[config.mk]
export PLATFORM = sky130hd
export DESIGN_NAME = pve_front
export DESIGN_NICKNAME = d
export VERILOG_FILES = /design/src/hw/rtl/pve_pkg.sv /design/src/hw/rtl/pve_front.sv
export SDC_FILE = /design/constraint.sdc
export NUM_CORES = 1
export LEC_CHECK = 0
export BUFFER_PORTS_ARGS = -buffer_cell sky130_fd_sc_hd__buf_4
export CAP_MARGIN = 20
export CORE_ASPECT_RATIO = 1.25
export CORE_MARGIN = 2
export CORE_UTILIZATION = 56
export CTS_CLUSTER_DIAMETER = 50
export DETAILED_ROUTE_END_ITERATION = 8
export PLACE_DENSITY = 0.77
export SETUP_SLACK_MARGIN = 0.2
export SYNTH_ARGS = -nofsm -noshare
export SYNTH_HDL_FRONTEND = slang
export SYNTH_SLANG_ARGS = --single-unit
[constraint.sdc]
create_clock -name clk -period 8.6 [get_ports clk]
set_input_delay 0.86 -clock clk [delete_from_list [all_inputs] [get_ports clk]]
set_output_delay 0.86 -clock clk [all_outputs]
set_load 0.01 [all_outputs]
[src/hw/rtl/pve_pkg.sv]
// Shared types and constants for the pointer velocity estimator.
`timescale 1ns / 1ps
`default_nettype none
package pve_pkg;

  localparam int SAMPLE_DEPTH_DEF = 8;
  localparam int POS_W            = 32;
  localparam int TS_W             = 48;
  localparam int DT_W             = 32;
  localparam int TU_W             = 20;
  localparam int MV_W             = 31;
  localparam int CFG_ADDR_W       = 1;
  localparam int CFG_DATA_W       = 31;

  localparam logic [CFG_ADDR_W-1:0] CFG_TIME_UNITS   = 1'd0;
  localparam logic [CFG_ADDR_W-1:0] CFG_MAX_VELOCITY = 1'd1;

  localparam logic [TU_W-1:0] TIME_UNITS_RST   = 20'd1000;
  localparam logic [MV_W-1:0] MAX_VELOCITY_RST = 31'h7FFF_FFFF;

  typedef struct packed {
    logic                    command;
    logic signed [POS_W-1:0] pos_x;
    logic signed [POS_W-1:0] pos_y;
    logic [TS_W-1:0]         timestamp;
  } in_item_t;

  typedef struct packed {
    logic signed [POS_W-1:0] velocity_x;
    logic signed [POS_W-1:0] velocity_y;
  } out_item_t;

  typedef enum logic [1:0] {
    OP_CLEAR,
    OP_FIRST,
    OP_UPDATE
  } op_kind_t;

  typedef struct packed {
    op_kind_t                kind;
    logic signed [POS_W-1:0] dx;
    logic signed [POS_W-1:0] dy;
    logic [DT_W-1:0]         dt;
  } op_t;

  typedef enum logic [3:0] {
    BK_IDLE,
    BK_READ,
    BK_ACC,
    BK_MEAN,
    BK_MEAN_WAIT,
    BK_MUL,
    BK_DIV,
    BK_DIV_WAIT,
    BK_DONE
  } back_state_t;

  // Saturate a 33-bit difference to the signed 32-bit range.
  function automatic logic signed [POS_W-1:0] sat_diff(input logic [POS_W:0] d);
    logic signed [POS_W-1:0] r;
    if (d[POS_W] != d[POS_W-1]) begin
      r = d[POS_W] ? {1'b1, {(POS_W-1){1'b0}}} : {1'b0, {(POS_W-1){1'b1}}};
    end else begin
      r = d[POS_W-1:0];
    end
    return r;
  endfunction

endpackage
`default_nettype wire

[src/hw/rtl/pve_front.sv]
// Front end: accepts samples, forms deltas and queues window operations.
`timescale 1ns / 1ps
`default_nettype none
module pve_front (
  input  wire logic              clk,
  input  wire logic              rst_n,
  input  wire logic              push,
  input  wire pve_pkg::in_item_t data,
  output logic                   full,
  output logic                   op_valid,
  output pve_pkg::op_t           op,
  input  wire logic              op_pop
);

  logic signed [pve_pkg::POS_W-1:0] last_x_r, last_y_r;
  logic [pve_pkg::TS_W-1:0]         last_t_r;
  pve_pkg::op_t                     q_r [2];
  logic                             wp_r, rp_r;
  logic [1:0]                       cnt_r;
  logic                             accept;
  pve_pkg::op_t                     new_op;
  logic [pve_pkg::TS_W-1:0]         dt_full;

  assign full   = (cnt_r == 2'd2);
  assign accept = push && !full;
  assign dt_full = data.timestamp - last_t_r;

  always_comb begin
    new_op.dx = pve_pkg::sat_diff({data.pos_x[31], data.pos_x} - {last_x_r[31], last_x_r});
    new_op.dy = pve_pkg::sat_diff({data.pos_y[31], data.pos_y} - {last_y_r[31], last_y_r});
    new_op.dt = (|dt_full[pve_pkg::TS_W-1:pve_pkg::DT_W]) ? '1 : dt_full[pve_pkg::DT_W-1:0];
    if (data.command) begin
      new_op.kind = pve_pkg::OP_CLEAR;
    end else if (last_t_r == '0) begin
      new_op.kind = pve_pkg::OP_FIRST;
    end else begin
      new_op.kind = pve_pkg::OP_UPDATE;
    end
  end

  always_ff @(posedge clk) begin
    if (!rst_n) begin
      last_x_r <= '0;
      last_y_r <= '0;
      last_t_r <= '0;
      wp_r     <= 1'b0;
      rp_r     <= 1'b0;
      cnt_r    <= '0;
    end else begin
      if (accept) begin
        if (data.command) begin
          last_x_r <= '0;
          last_y_r <= '0;
          last_t_r <= '0;
        end else begin
          last_x_r <= data.pos_x;
          last_y_r <= data.pos_y;
          last_t_r <= data.timestamp;
        end
        wp_r <= ~wp_r;
      end
      if (op_pop) begin
        rp_r <= ~rp_r;
      end
      cnt_r <= cnt_r + {1'b0, accept} - {1'b0, op_pop};
    end
  end

  always_ff @(posedge clk) begin
    if (accept) begin
      q_r[wp_r] <= new_op;
    end
  end

  assign op_valid = (cnt_r != 2'd0);
  assign op       = q_r[rp_r];

endmodule
`default_nettype wire

==> impl_results.md <==
* Flop pwr share at 0.403
* Setup crit end kind: register
* Sw Share at 0.317
* Startpoint Class: input port
* Synthesis-to-finish area growth at 15.5%
* Die Y-Extent at 211 µm
* TNS Setup at 0 ps
* 1st-iter DRT viols at 1091
* Slew Limit Fails at 0
* Total Routing Usage GR at 0.268
* Vias in the first global route at 15100
* Worst rel slew slack at 0.280
* DR vias/cell at 5.87
* Share of the yosys chip area belonging to registers at 0.431
* Later-pin clock latency in the skew report at 520 ps
* Worst Path Required at 8930 ps
* Final ANT Viol Nets at 0
* Ratio of cells with drive above 1 in the final layout at 0.192
* Post-synthesis register bit count at 313
* Syn Std Cell Area at 19100 µm²
* Initial antenna violation count at 1
* Ys Warns at 0
* EDFF count, synth at 196
* # fillers at 2743
* Fmax at 211 MHz
* Post-CTS sizing at 0
* Post-Syn Area per Cell at 9.77 µm²
* Die W at 169 µm
* Worst hold start: last_y_r[9]$_SDFFE_PN0P_
* Wirelength per Cell at 18.6 µm
* Power density over cell area at 214 nW/µm²
* DP HPWL at 34.8 mm
* Ports at 217
* Final Wtd Congestion at 0.971
* Tcrit/Tclk final at 0.550
* Place WS at 3350 ps
* # setup viols final at 0
* Worst R2R Start: last_y_r[0]$_SDFFE_PN0P_
* Status: complete, no violations
* Layout net count at 2359
* Buffers on Ports at 216
* Clk sink count at 313
* Final worst path period need at 4730 ps
* Hold WC Path Type: register to register
* Placement Rows at 75
* Clk buf depth at 3
* Distinct cells, synth at 74
* Fin worst setup slack at 3870 ps
* Clock Tree Root: clkbuf_16
* Clock transition at path regs at 60 ps
* First-pass GRT wire length at 76.7 mm
* NetSw at 1.49 mW
* GRT overflow at 0
* Remaining DRCs at 0
* Clock Skew at 11.8 ps
* DIE AREA at 35600 µm²
* CTS Buf Count at 34
* Hold_buf cts at 0
* Routed WL at 47.9 mm
* Worst-path fanout max at 24
* Synthesized net count at 2189
* Pint at 3.22 mW
* RSZ-0062 raised after global routing: no
* Setup crit start: data[48]
* CTS tree: yes
* Final Hold Fails at 0
* Drt pass-1 iters at 5
* Initial Util at 0.569
* Largest net degree at the start of global routing at 118
* Vias at 15100
* Worst vdd ir at 176 µV
* Worst slew pin tran at 1080 ps
* Postcts setup bufs at 0
* Async set or reset register ratio after synthesis at 0
* Clock power frac at 0.296
* P_leak at 7.76 nW
* Post-synthesis cell count at 1956
* Core Area at 33600 µm²
* Maximum capacitance violations at 0
* Comb power frac at 0.301
* Top FF cell, synth: edfxtp_1
* Max H-tree Level at 2
* Critical Path AT at 5060 ps
* Setup Crit Path Kind: input port to register
[path summary, 6_finish.rpt]
check                                   to  slack [ps]  depth (start not counted)
setup / recovery      q_r[1][57]$_DFFE_PP_        3870                         14
hold / removal    last_y_r[9]$_SDFFE_PN0P_         510                          2
setup reg to reg      q_r[1][57]$_DFFE_PP_        4070                         12
hold reg to reg   last_y_r[9]$_SDFFE_PN0P_         510                          2
[cell usage after synthesis (all sizes together), types with 9 or more instances]
master | count | area (µm²)
edfxtp | 196 | 5890
xor2 | 31 | 272
nand3 | 26 | 135
a21o | 42 | 315
nor2 | 74 | 278
or3 | 38 | 238
inv | 148 | 556
o31ai | 11 | 82.6
dfxtp | 117 | 2340
mux2 | 100 | 1130
nand2b | 9 | 56.3
o21a | 22 | 165
maj3 | 17 | 170
ha | 113 | 1410
nor3 | 25 | 130
nand4 | 23 | 144
xnor2 | 64 | 561
o21ai | 82 | 414
clkbuf | 83 | 313
a211oi | 11 | 92.6
nor2b | 122 | 763
buf | 13 | 70.1
o21bai | 14 | 105
a21oi | 235 | 1190
a31oi | 16 | 100
nand2 | 97 | 364
nor4 | 19 | 125
and2 | 11 | 68.8
nor3b | 108 | 811
[power groups by stage]
| stage | combinational, mW | clock [mW] | sequential (mW) |
|---|---|---|---|
| 6_report | 1.42 | 1.39 | 1.90 |
| 2_1_floorplan | 0.966 | 0 | 1.93 |
| 5_1_grt | 1.56 | 1.47 | 1.92 |
| 4_1_cts | 1.42 | 1.42 | 1.90 |
| 3_5_place_dp | 1.41 | 0 | 1.93 |
| 3_3_place_gp | 1.39 | 0 | 1.92 |
[through the flow]
step	area, µm²	hold WS (ps)	power (mW)	util	instances
after global placement	21000	490	3.31	0.625	2512
after detailed placement	21000	498	3.34	0.625	2512
after global routing	22100	530	4.95	0.657	2575
after floorplan	19100	479	2.89	-	1956
final	22100	507	4.71	0.657	2575
after CTS	22100	512	4.74	0.657	2573
[layout by cell type, fill, tap and decap left out, types with 6 or more instances in the layout]
master,n
nand3b_1,6
o21bai_1,14
edfxtp_1,196
nand4_1,23
a31oi_1,16
nor3_1,24
nor2_1,72
a211oi_1,9
o21ai_0,80
nand3_1,25
nor2b_1,122
and2_1,11
a21oi_1,232
and3_1,7
mux2_2,100
maj3_1,17
dfxtp_1,116
nand2b_1,9
nand2_1,96
a21o_1,42
ha_1,113
nor4_1,18
or3_1,38
inv_1,148
buf_4,230
o31ai_1,11
nor3b_1,108
o211ai_1,6
o21a_1,22
clkbuf_16,35
clkbuf_1,11
xor2_1,30
xnor2_1,64
[layout make-up]
type,instances,area (µm²),share of cell area
clock inverter,13,109,0.00493
timing repair buffer,230,1730,0.0782
inverter,148,556,0.0252
sequential,313,8230,0.373
tap,423,529,0.0240
multi-input combinational,1399,9970,0.452
antenna,1,2.50,0.000113
clock buffer,48,945,0.0428
[registers in the layout, summed over array words and instances, names as in the netlist, named ones only]
name      flops
wp_r          1
last_x_r     32
last_y_r     32
cnt_r         2
last_t_r     48
rp_r          1
q_r         196
[worst max-delay path: stages]
cell and delay (ps):
buf_4 100, inv_1 50, ha_1 220, fa_1 410, nor2b_1 180, o31ai_1 130, a32oi_1 430, a21boi_1 190
nand3b_1 300, a2111oi_2 430, o21ai_0 160, a32oi_2 490, nand2_1 660, a21oi_1 440
[per-layer routing]
metal | track usage | vias to the layer above | share of wire | wire [µm]
met4 | 0.136 | 0 | 0.052 | 2480
li1 | - | 7409 | - | -
met1 | 0.315 | 7146 | 0.40 | 19100
met2 | 0.477 | 444 | 0.50 | 24100
met3 | 0.0349 | 126 | 0.048 | 2300
met5 | 0 | - | 0 | 0
[cell families after synthesis]
logic type      count (synthesis)  synth area share
simple gates                  575             0.172
compound gates                494             0.159
mux                           102            0.0600
xor+xnor                       95            0.0435
fa+ha+maj                     133            0.0860
flops                         313             0.431
buf+inv                       244            0.0491
Note: power is estimated with default switching activity, not from simulation.
